`src/rtl/spq_pkg.sv`:
```
// Shared types and constants for the sorted priority queue.
// No dependencies; every other file of the block refers to it by scoped names.
package spq_pkg;

  // Default sizes of the queue.
  localparam int unsigned DEPTH_DEF    = 16;
  localparam int unsigned TAG_BITS_DEF = 16;

  // Fixed widths of the item fields.
  localparam int unsigned TAG_W  = 16;
  localparam int unsigned PRI_W  = 8;
  localparam int unsigned KIND_W = 2;
  localparam int unsigned STAT_W = 2;

  // Kind of an input item.
  typedef enum logic [KIND_W-1:0] {
    KIND_INSERT = 2'd0,
    KIND_POP    = 2'd1,
    KIND_MATCH  = 2'd2,
    KIND_LIST   = 2'd3
  } spq_kind_e;

  // Status of a result item.
  typedef enum logic [STAT_W-1:0] {
    STAT_OK      = 2'd0,
    STAT_FULL    = 2'd1,
    STAT_EMPTY   = 2'd2,
    STAT_NOMATCH = 2'd3
  } spq_status_e;

  // Operation that the row of cells performs.
  typedef enum logic [1:0] {
    OP_HOLD,
    OP_INSERT,
    OP_POP,
    OP_ROTATE
  } spq_op_e;

  // Sequencer states.
  typedef enum logic [1:0] {
    ST_IDLE,
    ST_LIST,
    ST_MATCH,
    ST_MATCH_END
  } spq_state_e;

  // Command broadcast to every cell.
  typedef struct packed {
    spq_op_e          op;
    logic [PRI_W-1:0] pri;
  } spq_ctrl_t;

endpackage

```
`src/rtl/spq_in_if.sv`:
```
// Input channel of the sorted priority queue: valid/ready plus the request fields.
// Depends on spq_pkg for the field widths.
interface spq_in_if;
  logic                          valid;
  logic                          ready;
  logic [spq_pkg::KIND_W-1:0]    kind;
  logic [spq_pkg::TAG_W-1:0]     tag;
  logic [spq_pkg::PRI_W-1:0]     priority_req;

  modport source (output valid, kind, tag, priority_req, input ready);
  modport sink   (input valid, kind, tag, priority_req, output ready);
endinterface

```
`src/rtl/spq_out_if.sv`:
```
// Output channel of the sorted priority queue: valid/ready plus the result fields.
// Depends on spq_pkg for the field widths.
interface spq_out_if;
  logic                          valid;
  logic                          ready;
  logic [spq_pkg::TAG_W-1:0]     out_tag;
  logic [spq_pkg::PRI_W-1:0]     out_priority;
  logic [spq_pkg::STAT_W-1:0]    status;
  logic                          last;

  modport source (output valid, out_tag, out_priority, status, last, input ready);
  modport sink   (input valid, out_tag, out_priority, status, last, output ready);
endinterface

```
`src/rtl/spq_cell.sv`:
```
// One slot of the sorted row: holds a tag and a priority and trades them with
// its neighbors on insert, pop and rotate. Depends on spq_pkg.
module spq_cell #(
  parameter int unsigned DEPTH    = spq_pkg::DEPTH_DEF,
  parameter int unsigned TAG_BITS = spq_pkg::TAG_BITS_DEF,
  parameter int unsigned IDX      = 0,
  localparam int unsigned OW      = $clog2(DEPTH + 1)
) (
  input  logic                       clk_i,
  input  spq_pkg::spq_ctrl_t         ctrl_i,
  input  logic [OW-1:0]              occ_i,
  input  logic [TAG_BITS-1:0]        new_tag_i,
  input  logic [TAG_BITS-1:0]        left_tag_i,
  input  logic [spq_pkg::PRI_W-1:0]  left_pri_i,
  input  logic                       left_keep_i,
  input  logic [TAG_BITS-1:0]        right_tag_i,
  input  logic [spq_pkg::PRI_W-1:0]  right_pri_i,
  input  logic [TAG_BITS-1:0]        head_tag_i,
  input  logic [spq_pkg::PRI_W-1:0]  head_pri_i,
  output logic [TAG_BITS-1:0]        tag_o,
  output logic [spq_pkg::PRI_W-1:0]  pri_o,
  output logic                       keep_o
);

  logic [TAG_BITS-1:0]       tag_q, tag_d;
  logic [spq_pkg::PRI_W-1:0] pri_q, pri_d;
  logic                      occupied;
  logic                      is_tail;

  // The slot holds an entry when it lies below the fill count.
  assign occupied = OW'(IDX) < occ_i;
  assign is_tail  = OW'(IDX) == (occ_i - 1'b1);

  // An occupied slot of equal or higher priority stays ahead of a new entry.
  assign keep_o = occupied && (pri_q >= ctrl_i.pri);

  // Select the next contents of the slot.
  always_comb begin
    tag_d = tag_q;
    pri_d = pri_q;
    case (ctrl_i.op)
      spq_pkg::OP_INSERT: begin
        if (!keep_o) begin
          if (left_keep_i) begin
            tag_d = new_tag_i;
            pri_d = ctrl_i.pri;
          end else begin
            tag_d = left_tag_i;
            pri_d = left_pri_i;
          end
        end
      end
      spq_pkg::OP_POP: begin
        tag_d = right_tag_i;
        pri_d = right_pri_i;
      end
      spq_pkg::OP_ROTATE: begin
        if (is_tail) begin
          tag_d = head_tag_i;
          pri_d = head_pri_i;
        end else begin
          tag_d = right_tag_i;
          pri_d = right_pri_i;
        end
      end
      default: begin
        tag_d = tag_q;
        pri_d = pri_q;
      end
    endcase
  end

  always_ff @(posedge clk_i) begin
    tag_q <= tag_d;
    pri_q <= pri_d;
  end

  assign tag_o = tag_q;
  assign pri_o = pri_q;

endmodule

```
`src/rtl/sorted_priority_queue_core.sv`:
```
// Sorted priority queue of DEPTH entries, highest priority at the head and
// first-come order among equal priorities, kept in a row of cells with a fill
// count. On insert and pop the row shifts by one slot in the cycle the item is
// accepted and the single result is loaded into the output register. A listing
// of all entries accepts the item, then gives one result per cycle as the row
// rotates its entries past the head; a match listing rotates the same way, then
// a closing state flushes the final match with its last flag. An empty queue or
// a failed insert loads its result in the cycle that accepts the item. Any
// cycle in which the output register is full and not taken stalls the
// sequencer. No clearing pass is needed after reset. Depends on spq_pkg,
// spq_in_if, spq_out_if and spq_cell.
module sorted_priority_queue_core #(
  parameter int unsigned DEPTH    = spq_pkg::DEPTH_DEF,
  parameter int unsigned TAG_BITS = spq_pkg::TAG_BITS_DEF
) (
  input  logic      clk_i,
  input  logic      rst_ni,
  spq_in_if.sink    in_i,
  spq_out_if.source out_o
);

  localparam int unsigned OW = $clog2(DEPTH + 1);
  localparam int unsigned CW = $clog2(DEPTH);
  localparam int unsigned TW = spq_pkg::TAG_W;
  localparam int unsigned PW = spq_pkg::PRI_W;

  spq_pkg::spq_state_e state_q, state_d;
  logic [OW-1:0]       occ_q, occ_d;
  logic [CW-1:0]       cnt_q, cnt_d;
  logic                pend_v_q, pend_v_d;
  logic [TW-1:0]       pend_tag_q, pend_tag_d;
  logic [PW-1:0]       pend_pri_q, pend_pri_d;
  logic [PW-1:0]       match_pri_q, match_pri_d;

  logic                out_valid_q;
  logic [TW-1:0]       out_tag_q;
  logic [PW-1:0]       out_pri_q;
  spq_pkg::spq_status_e out_stat_q;
  logic                out_last_q;

  logic                ld;
  logic [TW-1:0]       ld_tag;
  logic [PW-1:0]       ld_pri;
  spq_pkg::spq_status_e ld_stat;
  logic                ld_last;

  logic                out_free;
  logic                in_ready;
  logic                in_acc;
  logic                last_step;
  spq_pkg::spq_kind_e  in_kind;
  spq_pkg::spq_ctrl_t  ctrl;

  logic [TAG_BITS-1:0] in_tag_st;
  logic [TW-1:0]       in_tag_echo;
  logic [TW-1:0]       head_tag_out;

  logic [TAG_BITS-1:0] cell_tag  [DEPTH];
  logic [PW-1:0]       cell_pri  [DEPTH];
  logic                cell_keep [DEPTH];

  // Tag width conversion between the port and the stored form.
  for (genvar b = 0; b < TAG_BITS; b++) begin : g_tag_st
    if (b < TW) begin : g_bit
      assign in_tag_st[b] = in_i.tag[b];
    end else begin : g_zero
      assign in_tag_st[b] = 1'b0;
    end
  end

  for (genvar b = 0; b < TW; b++) begin : g_tag_out
    if (b < TAG_BITS) begin : g_bit
      assign in_tag_echo[b]  = in_i.tag[b];
      assign head_tag_out[b] = cell_tag[0][b];
    end else begin : g_zero
      assign in_tag_echo[b]  = 1'b0;
      assign head_tag_out[b] = 1'b0;
    end
  end

  // Row of cells; the head is slot zero.
  for (genvar i = 0; i < DEPTH; i++) begin : g_cell
    logic [TAG_BITS-1:0] left_tag;
    logic [PW-1:0]       left_pri;
    logic                left_keep;
    logic [TAG_BITS-1:0] right_tag;
    logic [PW-1:0]       right_pri;

    if (i == 0) begin : g_first
      assign left_tag  = '0;
      assign left_pri  = '0;
      assign left_keep = 1'b1;
    end else begin : g_mid
      assign left_tag  = cell_tag[i-1];
      assign left_pri  = cell_pri[i-1];
      assign left_keep = cell_keep[i-1];
    end

    if (i == DEPTH - 1) begin : g_end
      assign right_tag = '0;
      assign right_pri = '0;
    end else begin : g_inner
      assign right_tag = cell_tag[i+1];
      assign right_pri = cell_pri[i+1];
    end

    spq_cell #(
      .DEPTH    (DEPTH),
      .TAG_BITS (TAG_BITS),
      .IDX      (i)
    ) u_cell (
      .clk_i       (clk_i),
      .ctrl_i      (ctrl),
      .occ_i       (occ_q),
      .new_tag_i   (in_tag_st),
      .left_tag_i  (left_tag),
      .left_pri_i  (left_pri),
      .left_keep_i (left_keep),
      .right_tag_i (right_tag),
      .right_pri_i (right_pri),
      .head_tag_i  (cell_tag[0]),
      .head_pri_i  (cell_pri[0]),
      .tag_o       (cell_tag[i]),
      .pri_o       (cell_pri[i]),
      .keep_o      (cell_keep[i])
    );
  end

  // Handshake helpers.
  assign out_free  = !out_valid_q || out_o.ready;
  assign in_ready  = (state_q == spq_pkg::ST_IDLE) && out_free;
  assign in_acc    = in_i.valid && in_ready;
  assign in_kind   = spq_pkg::spq_kind_e'(in_i.kind);
  assign last_step = OW'(cnt_q) == (occ_q - 1'b1);

  // Next state of the sequencer.
  always_comb begin
    state_d = state_q;
    case (state_q)
      spq_pkg::ST_IDLE: begin
        if (in_acc && (occ_q != '0)) begin
          if (in_kind == spq_pkg::KIND_MATCH) begin
            state_d = spq_pkg::ST_MATCH;
          end else if (in_kind == spq_pkg::KIND_LIST) begin
            state_d = spq_pkg::ST_LIST;
          end
        end
      end
      spq_pkg::ST_LIST: begin
        if (out_free && last_step) begin
          state_d = spq_pkg::ST_IDLE;
        end
      end
      spq_pkg::ST_MATCH: begin
        if (out_free && last_step) begin
          state_d = spq_pkg::ST_MATCH_END;
        end
      end
      spq_pkg::ST_MATCH_END: begin
        if (out_free) begin
          state_d = spq_pkg::ST_IDLE;
        end
      end
      default: begin
        state_d = spq_pkg::ST_IDLE;
      end
    endcase
  end

  // Row commands, bookkeeping and result selection.
  always_comb begin
    ctrl.op     = spq_pkg::OP_HOLD;
    ctrl.pri    = in_i.priority_req;
    occ_d       = occ_q;
    cnt_d       = cnt_q;
    pend_v_d    = pend_v_q;
    pend_tag_d  = pend_tag_q;
    pend_pri_d  = pend_pri_q;
    match_pri_d = match_pri_q;
    ld          = 1'b0;
    ld_tag      = '0;
    ld_pri      = '0;
    ld_stat     = spq_pkg::STAT_OK;
    ld_last     = 1'b1;
    case (state_q)
      spq_pkg::ST_IDLE: begin
        if (in_acc) begin
          case (in_kind)
            spq_pkg::KIND_INSERT: begin
              ld = 1'b1;
              if (occ_q == OW'(DEPTH)) begin
                ld_stat = spq_pkg::STAT_FULL;
              end else begin
                ctrl.op = spq_pkg::OP_INSERT;
                occ_d   = occ_q + 1'b1;
                ld_tag  = in_tag_echo;
                ld_pri  = in_i.priority_req;
              end
            end
            spq_pkg::KIND_POP: begin
              ld = 1'b1;
              if (occ_q == '0) begin
                ld_stat = spq_pkg::STAT_EMPTY;
              end else begin
                ctrl.op = spq_pkg::OP_POP;
                occ_d   = occ_q - 1'b1;
                ld_tag  = head_tag_out;
                ld_pri  = cell_pri[0];
              end
            end
            spq_pkg::KIND_MATCH: begin
              if (occ_q == '0) begin
                ld      = 1'b1;
                ld_stat = spq_pkg::STAT_NOMATCH;
              end else begin
                match_pri_d = in_i.priority_req;
                cnt_d       = '0;
                pend_v_d    = 1'b0;
              end
            end
            spq_pkg::KIND_LIST: begin
              if (occ_q == '0) begin
                ld      = 1'b1;
                ld_stat = spq_pkg::STAT_EMPTY;
              end else begin
                cnt_d = '0;
              end
            end
            default: begin
              ld = 1'b0;
            end
          endcase
        end
      end
      spq_pkg::ST_LIST: begin
        if (out_free) begin
          ctrl.op = spq_pkg::OP_ROTATE;
          cnt_d   = cnt_q + 1'b1;
          ld      = 1'b1;
          ld_tag  = head_tag_out;
          ld_pri  = cell_pri[0];
          ld_last = last_step;
        end
      end
      spq_pkg::ST_MATCH: begin
        if (out_free) begin
          ctrl.op = spq_pkg::OP_ROTATE;
          cnt_d   = cnt_q + 1'b1;
          // A new match releases the one held before it.
          if (cell_pri[0] == match_pri_q) begin
            ld         = pend_v_q;
            ld_tag     = pend_tag_q;
            ld_pri     = pend_pri_q;
            ld_last    = 1'b0;
            pend_v_d   = 1'b1;
            pend_tag_d = head_tag_out;
            pend_pri_d = cell_pri[0];
          end
        end
      end
      spq_pkg::ST_MATCH_END: begin
        if (out_free) begin
          ld = 1'b1;
          if (pend_v_q) begin
            ld_tag = pend_tag_q;
            ld_pri = pend_pri_q;
          end else begin
            ld_stat = spq_pkg::STAT_NOMATCH;
          end
        end
      end
      default: begin
        ld = 1'b0;
      end
    endcase
  end

  // Control registers.
  always_ff @(posedge clk_i or negedge rst_ni) begin
    if (!rst_ni) begin
      state_q     <= spq_pkg::ST_IDLE;
      occ_q       <= '0;
      cnt_q       <= '0;
      pend_v_q    <= 1'b0;
      out_valid_q <= 1'b0;
    end else begin
      state_q  <= state_d;
      occ_q    <= occ_d;
      cnt_q    <= cnt_d;
      pend_v_q <= pend_v_d;
      if (ld) begin
        out_valid_q <= 1'b1;
      end else if (out_o.ready) begin
        out_valid_q <= 1'b0;
      end
    end
  end

  // Payload registers.
  always_ff @(posedge clk_i) begin
    pend_tag_q  <= pend_tag_d;
    pend_pri_q  <= pend_pri_d;
    match_pri_q <= match_pri_d;
    if (ld) begin
      out_tag_q  <= ld_tag;
      out_pri_q  <= ld_pri;
      out_stat_q <= ld_stat;
      out_last_q <= ld_last;
    end
  end

  assign in_i.ready         = in_ready;
  assign out_o.valid        = out_valid_q;
  assign out_o.out_tag      = out_tag_q;
  assign out_o.out_priority = out_pri_q;
  assign out_o.status       = out_stat_q;
  assign out_o.last         = out_last_q;

  // The fill count never exceeds the number of slots.
  assert property (@(posedge clk_i) disable iff (!rst_ni)
    occ_q <= OW'(DEPTH))
    else $error("occupancy above depth");

  // An insert with room grows the queue by exactly one entry.
  assert property (@(posedge clk_i) disable iff (!rst_ni)
    (in_acc && (in_kind == spq_pkg::KIND_INSERT) && (occ_q != OW'(DEPTH)))
      |=> (occ_q == $past(occ_q) + 1'b1))
    else $error("insert did not grow the queue");

  // A listing never changes the number of entries.
  assert property (@(posedge clk_i) disable iff (!rst_ni)
    (state_q != spq_pkg::ST_IDLE) |-> $stable(occ_q))
    else $error("occupancy changed during a listing");

  // A result that is not the final one only waits while its listing runs.
  assert property (@(posedge clk_i) disable iff (!rst_ni)
    (out_valid_q && !out_last_q) |-> (state_q != spq_pkg::ST_IDLE))
    else $error("listing ended without a final result");

endmodule
```
`src/flat_wrapper.sv`:
```
// flat-port wrapper written by rule: the top's interface ports become plain ports
module sorted_priority_queue_core_flat 
#(
  parameter int unsigned DEPTH    = spq_pkg::DEPTH_DEF,
  parameter int unsigned TAG_BITS = spq_pkg::TAG_BITS_DEF
)
  (clk_i, rst_ni, in_i_valid, in_i_kind, in_i_tag, in_i_priority_req, in_i_ready, out_o_valid, out_o_out_tag, out_o_out_priority, out_o_status, out_o_last, out_o_ready);
  spq_in_if in_i_i ();
  spq_out_if out_o_i ();
  input  logic clk_i;
  input  logic rst_ni;
  input wire logic [$bits(in_i_i.valid)-1:0] in_i_valid;
  input wire logic [$bits(in_i_i.kind)-1:0] in_i_kind;
  input wire logic [$bits(in_i_i.tag)-1:0] in_i_tag;
  input wire logic [$bits(in_i_i.priority_req)-1:0] in_i_priority_req;
  output wire logic [$bits(in_i_i.ready)-1:0] in_i_ready;
  output wire logic [$bits(out_o_i.valid)-1:0] out_o_valid;
  output wire logic [$bits(out_o_i.out_tag)-1:0] out_o_out_tag;
  output wire logic [$bits(out_o_i.out_priority)-1:0] out_o_out_priority;
  output wire logic [$bits(out_o_i.status)-1:0] out_o_status;
  output wire logic [$bits(out_o_i.last)-1:0] out_o_last;
  input wire logic [$bits(out_o_i.ready)-1:0] out_o_ready;
  assign in_i_i.valid = in_i_valid;
  assign in_i_i.kind = in_i_kind;
  assign in_i_i.tag = in_i_tag;
  assign in_i_i.priority_req = in_i_priority_req;
  assign in_i_ready = in_i_i.ready;
  assign out_o_valid = out_o_i.valid;
  assign out_o_out_tag = out_o_i.out_tag;
  assign out_o_out_priority = out_o_i.out_priority;
  assign out_o_status = out_o_i.status;
  assign out_o_last = out_o_i.last;
  assign out_o_i.ready = out_o_ready;
  sorted_priority_queue_core #(.DEPTH(DEPTH), .TAG_BITS(TAG_BITS)) u_core (.clk_i(clk_i), .rst_ni(rst_ni), .in_i(in_i_i), .out_o(out_o_i));
endmodule
```
`config.mk`:
```
export PLATFORM = sky130hd
export DESIGN_NAME = sorted_priority_queue_core_flat
export DESIGN_NICKNAME = d
export VERILOG_FILES = /design/src/rtl/spq_pkg.sv /design/src/rtl/spq_in_if.sv /design/src/rtl/spq_out_if.sv /design/src/rtl/spq_cell.sv /design/src/rtl/sorted_priority_queue_core.sv /design/src/flat_wrapper.sv
export SDC_FILE = /design/constraint.sdc
export NUM_CORES = 1
export LEC_CHECK = 0
export BUFFER_PORTS_ARGS = -buffer_cell sky130_fd_sc_hd__buf_2
export CAP_MARGIN = 20
export CORE_MARGIN = 2
export CORE_UTILIZATION = 50
export CTS_CLUSTER_SIZE = 10
export DETAILED_ROUTE_END_ITERATION = 10
export GPL_ROUTABILITY_DRIVEN = 0
export GPL_TIMING_DRIVEN = 0
export PLACE_DENSITY_LB_ADDON = 0.05
export SLEW_MARGIN = 5
export SYNTH_ARGS = -nofsm -noshare
export SYNTH_HDL_FRONTEND = slang
export SYNTH_SLANG_ARGS = --single-unit
```
`constraint.sdc`:
```
create_clock -name clk_i -period 6.35 [get_ports clk_i]
set_clock_uncertainty 0.15 [all_clocks]
set_input_delay 0.3175 -clock clk_i [delete_from_list [all_inputs] [get_ports clk_i]]
set_output_delay 0.3175 -clock clk_i [all_outputs]
set_load 0.02 [all_outputs]
```
==> out/results.tsv <==
stage	metric	value	unit
setup_path	launch instance of the worst register-to-register path	u_core.occ_q[1]	
logic_synthesis	proportion of synthesized chip area in sequential cells	48.6	%
setup_path	crit-path most repeated cell	clkbuf_1	
setup_path	startpoint type of the worst setup path	input port	
logic_synthesis	most used flip-flop cell after synthesis	edfxtp_1	
logic_synthesis	mean instance size in the synthesized netlist	11.2	sq um
global_route	pin count of the biggest net entering global routing	27	
logic_synthesis	Synth async-reset ratio	2.85	%
setup_path	stage delay of the slowest cell on the critical path	0.77	ns
clock_network	post_cts resized	0	
clock_network	buffer cell driving the clock tree root	clkbuf_16	
setup_path	reg-to-reg endpoint	u_core.g_cell[0].u_cell.tag_o[6]	
clock_network	total CTS buffers	54	
detailed_routing	antenna-violating nets left	0	
worst_hold_path	Hold WC Path Type	in -> reg	
floorplan	core box area	55300	sq um
job	Max Cap Viol	0	
setup_path	crit path max fanout	17	
placement	input/output buffers	57	
clock_network	CTS tree	yes	
floorplan	initial core utilization	50.7	%
clock_network	Sink Count	456	
sta	final cycle utilization of the critical path	95.7	%
global_route	vias in the first global route	22991	
status	run status	finished clean	
detailed_routing	Pre-antenna DRT Iters	6	
logic_synthesis	adder-cell area share of the yosys netlist	6.24	%
logic_synthesis	post-synthesis sequential element count	456	
floorplan	io pins	59	
global_route	combined global-route utilization of all metal layers	35.9	%
floorplan	Site Rows	86	
logic_synthesis	xor and xnor area share after synthesis	0.624	%
floorplan	die span in y	241	um
global_route	total grt overflow	0	
detailed_routing	mean number of vias per cell	6.87	
placement	post-detailed-placement half-perimeter wirelength	81700	um
layout	layout cell share with drive strength beyond 1	10.4	%
sta	number of endpoints with negative hold slack in the final report	0	
global_route	global-route wire length before repair	151000	um
logic_synthesis	largest family of logic cells by synthesized area	compound AO/OA/AOI/OAI gates	
logic_synthesis	number of distinct standard cells referenced by the synthesized netlist	62	
floorplan	die width	241	um
sta	transition time at the pin with the least slew margin	1.14	ns
logic_synthesis	simple logic cell fraction of the synthesized area	6.77	%
clock_network	clock transition time at the flip-flop clock pins of the worst setup and hold paths	0.06	ns
sta	fin. max-slew vios	0	
clock_network	Post-CTS Repair Setup Buffers	0	
sta	peak clock frequency supported by timing	0.165	GHz
setup_path	arrival time at the worst endpoint	6.25	ns
setup_path	Critical Path Stages	13	
clock_network	insertion delay of the later-clocked pin in the worst-skew pair	0.63	ns
setup_path	Worst Path Class, Setup	in -> reg	
detailed_routing	detailed-route wire length per cell	30.6	um
floorplan	total die area	58000	sq um
logic_synthesis	Mapped Nets	2671	
setup_path	first element of the critical path	in_i_priority_req[1]	
logic_synthesis	netlist area before placement	28100	sq um
sta	Min Clock Period, post-route	6.07	ns
setup_path	capturing instance or port of the critical path	u_core.g_cell[10].u_cell.tag_o[6]	
detailed_routing	DRC violations left	0	
detailed_routing	routed vias	23532	
setup_path	crit path cell chain	dlygate4sd3_1, buf_2, clkbuf_1, clkbuf_1, inv_1, ha_1, a211oi_1, a21oi_1, o221ai_1, clkbuf_1, inv_1, o21ai_2, buf_8	
setup_path	depth of the worst register-to-register path	13	
detailed_routing	total wirelength of the detailed-routed design	105000	um
clock_network	CTS hold repair buffers	11	
logic_synthesis	Post-synth EDFFs	443	
layout	P&R area growth vs syn	12.0	%
clock_network	H-tree levels	2	
global_route	initial antenna violation count	0	
sta	setup TNS	0	ns
sta	setup violators final	0	
clock_network	number of buffers between clock root and the deepest sink	3	
setup_path	Setup crit end kind	register	
setup_path	critical-path cell with the highest stage delay	inv_1	
setup_path	required time of the critical path	6.52	ns
logic_synthesis	multiplexer area fraction after synthesis	12.7	%
setup_path	r2r setup slk	1.34	ns
detailed_routing	violation count after the first detailed-routing iteration	3504	
logic_synthesis	post-synthesis compound-gate area fraction	20.5	%
layout	number of nets at the end of the flow	2819	
setup_path	dominant delay contributor by cell family on the critical path	buffers and inverters	
logic_synthesis	Gate Count Post-Synth	2501	
sta	tightest slew margin relative to the limit	23.1	%
logic_synthesis	YS warnings	0	
setup_path	Critical path buffers and inverters	8	
sta	unrepaired setup endpoints after global routing	no	
## state kept, by name (all words and copies together), names as in the netlist, 5 cells and up
name	count
u_core.pend_pri_q	8
u_core.occ_q	5
u_core.g_cell.u_cell.pri_o	128
u_core.pend_tag_q	16
u_core.g_cell.u_cell.tag_o	256
u_core.out_o.out_priority	8
u_core.out_o.out_tag	16
u_core.match_pri_q	8
## cell usage in the layout (no fill, tap or decap), types with 12 or more instances in the layout
cell	Yosys	routed
o221ai_1	61	61
nor2b_1	22	22
ha_1	140	140
nand2b_1	29	29
inv_1	37	37
o22ai_1	29	29
a21oi_1	44	43
a2111oi_0	15	15
and3_1	12	12
nand3_1	50	50
clkbuf_16	0	55
o211ai_1	28	28
o21ai_0	197	182
nand2_1	220	220
a32oi_1	68	68
dfrtp_1	13	13
o21ai_1	103	103
a22oi_1	233	233
buf_6	13	17
buf_2	53	111
clkbuf_1	156	171
nor2_1	35	35
xnor2_1	16	16
mux2_2	16	16
mux2i_1	339	339
buf_4	14	17
edfxtp_1	443	443
## stage by stage
| stage | cell area (sq um) | hold WS [ns] | std cells | utilization [%] | worst slack (ns) |
|---|---|---|---|---|---|
| 2_1_floorplan | 28100 | -0.128 | 2501 | - | 0.591 |
| 3_3_place_gp | 29300 | 0.0841 | 3306 | 52.9 | -2.50 |
| 3_5_place_dp | 29700 | 0.0934 | 3326 | 53.8 | 0.402 |
| 4_1_cts | 31400 | 0.00413 | 3417 | 56.7 | 0.513 |
| 5_1_grt | 31400 | 0.0450 | 3421 | 56.8 | 0.321 |
| 6_report | 31400 | 0.0369 | 3423 | 56.8 | 0.276 |
## worst min-delay path by stage
stage,start,endpoint,slack [ns],cells after the start
floorplan,rst_ni,u_core.cnt_q[0],-0.13,0
global placement,rst_ni,u_core.cnt_q[0],0.08,1
detailed placement,rst_ni,u_core.cnt_q[0],0.09,1
CTS,in_i_tag[1],u_core.g_cell[2].u_cell.tag_o[1],0.004,3
global route,in_i_tag[5],u_core.g_cell[4].u_cell.tag_o[5],0.04,3
finish,in_i_tag[5],u_core.g_cell[4].u_cell.tag_o[5],0.04,3
## tightest hold or removal path, cell delays in order
cell	delay [ns]
buf_2	0.17
mux2i_1	0.10
o21ai_1	0.11
## synthesized netlist by cell type, types with 37 or more instances
cell | count | area share [%]
o21ai_1 | 103 | 1.8
inv_1 | 37 | 0.50
o221ai_1 | 61 | 1.9
a21oi_1 | 44 | 0.79
mux2i_1 | 339 | 12
nand3_1 | 50 | 0.89
nand2_1 | 220 | 2.9
buf_2 | 53 | 0.95
edfxtp_1 | 443 | 47
a32oi_1 | 68 | 2.1
clkbuf_1 | 156 | 2.1
ha_1 | 140 | 6.2
a22oi_1 | 233 | 6.2
o21ai_0 | 197 | 3.5
## layer usage
layer	GRT usage (%)	wire, um	up-vias
li1	-	-	10155
met1	51.7	43800	11556
met2	52.7	43900	1587
met3	9.16	13400	234
met4	12.4	3750	0
met5	0	0	-
## cell families after synthesis
logic type               after synthesis
AND/OR/NAND/NOR                      407
buffers and inverters                284
AO/OA/AOI/OAI                        839
adder cells (fa/ha/maj)              140
multiplexers                         355
flip-flops                           456
XOR/XNOR                              20
## area by class of cell
class / instances / area, sq um
inverter: 37 / 139
multi-input combinational: 1761 / 13300
tap: 748 / 936
antenna: 2 / 5.00
timing repair buffer: 92 / 773
buffer: 247 / 1140
fill: 4801 / 23900
clock buffer: 71 / 1450
sequential: 456 / 13600
clock inverter: 9 / 66.3
Power is left out: the tool's default activity adds up to more than one toggle a clock period on the data nets, which glitch-free logic cannot reach.
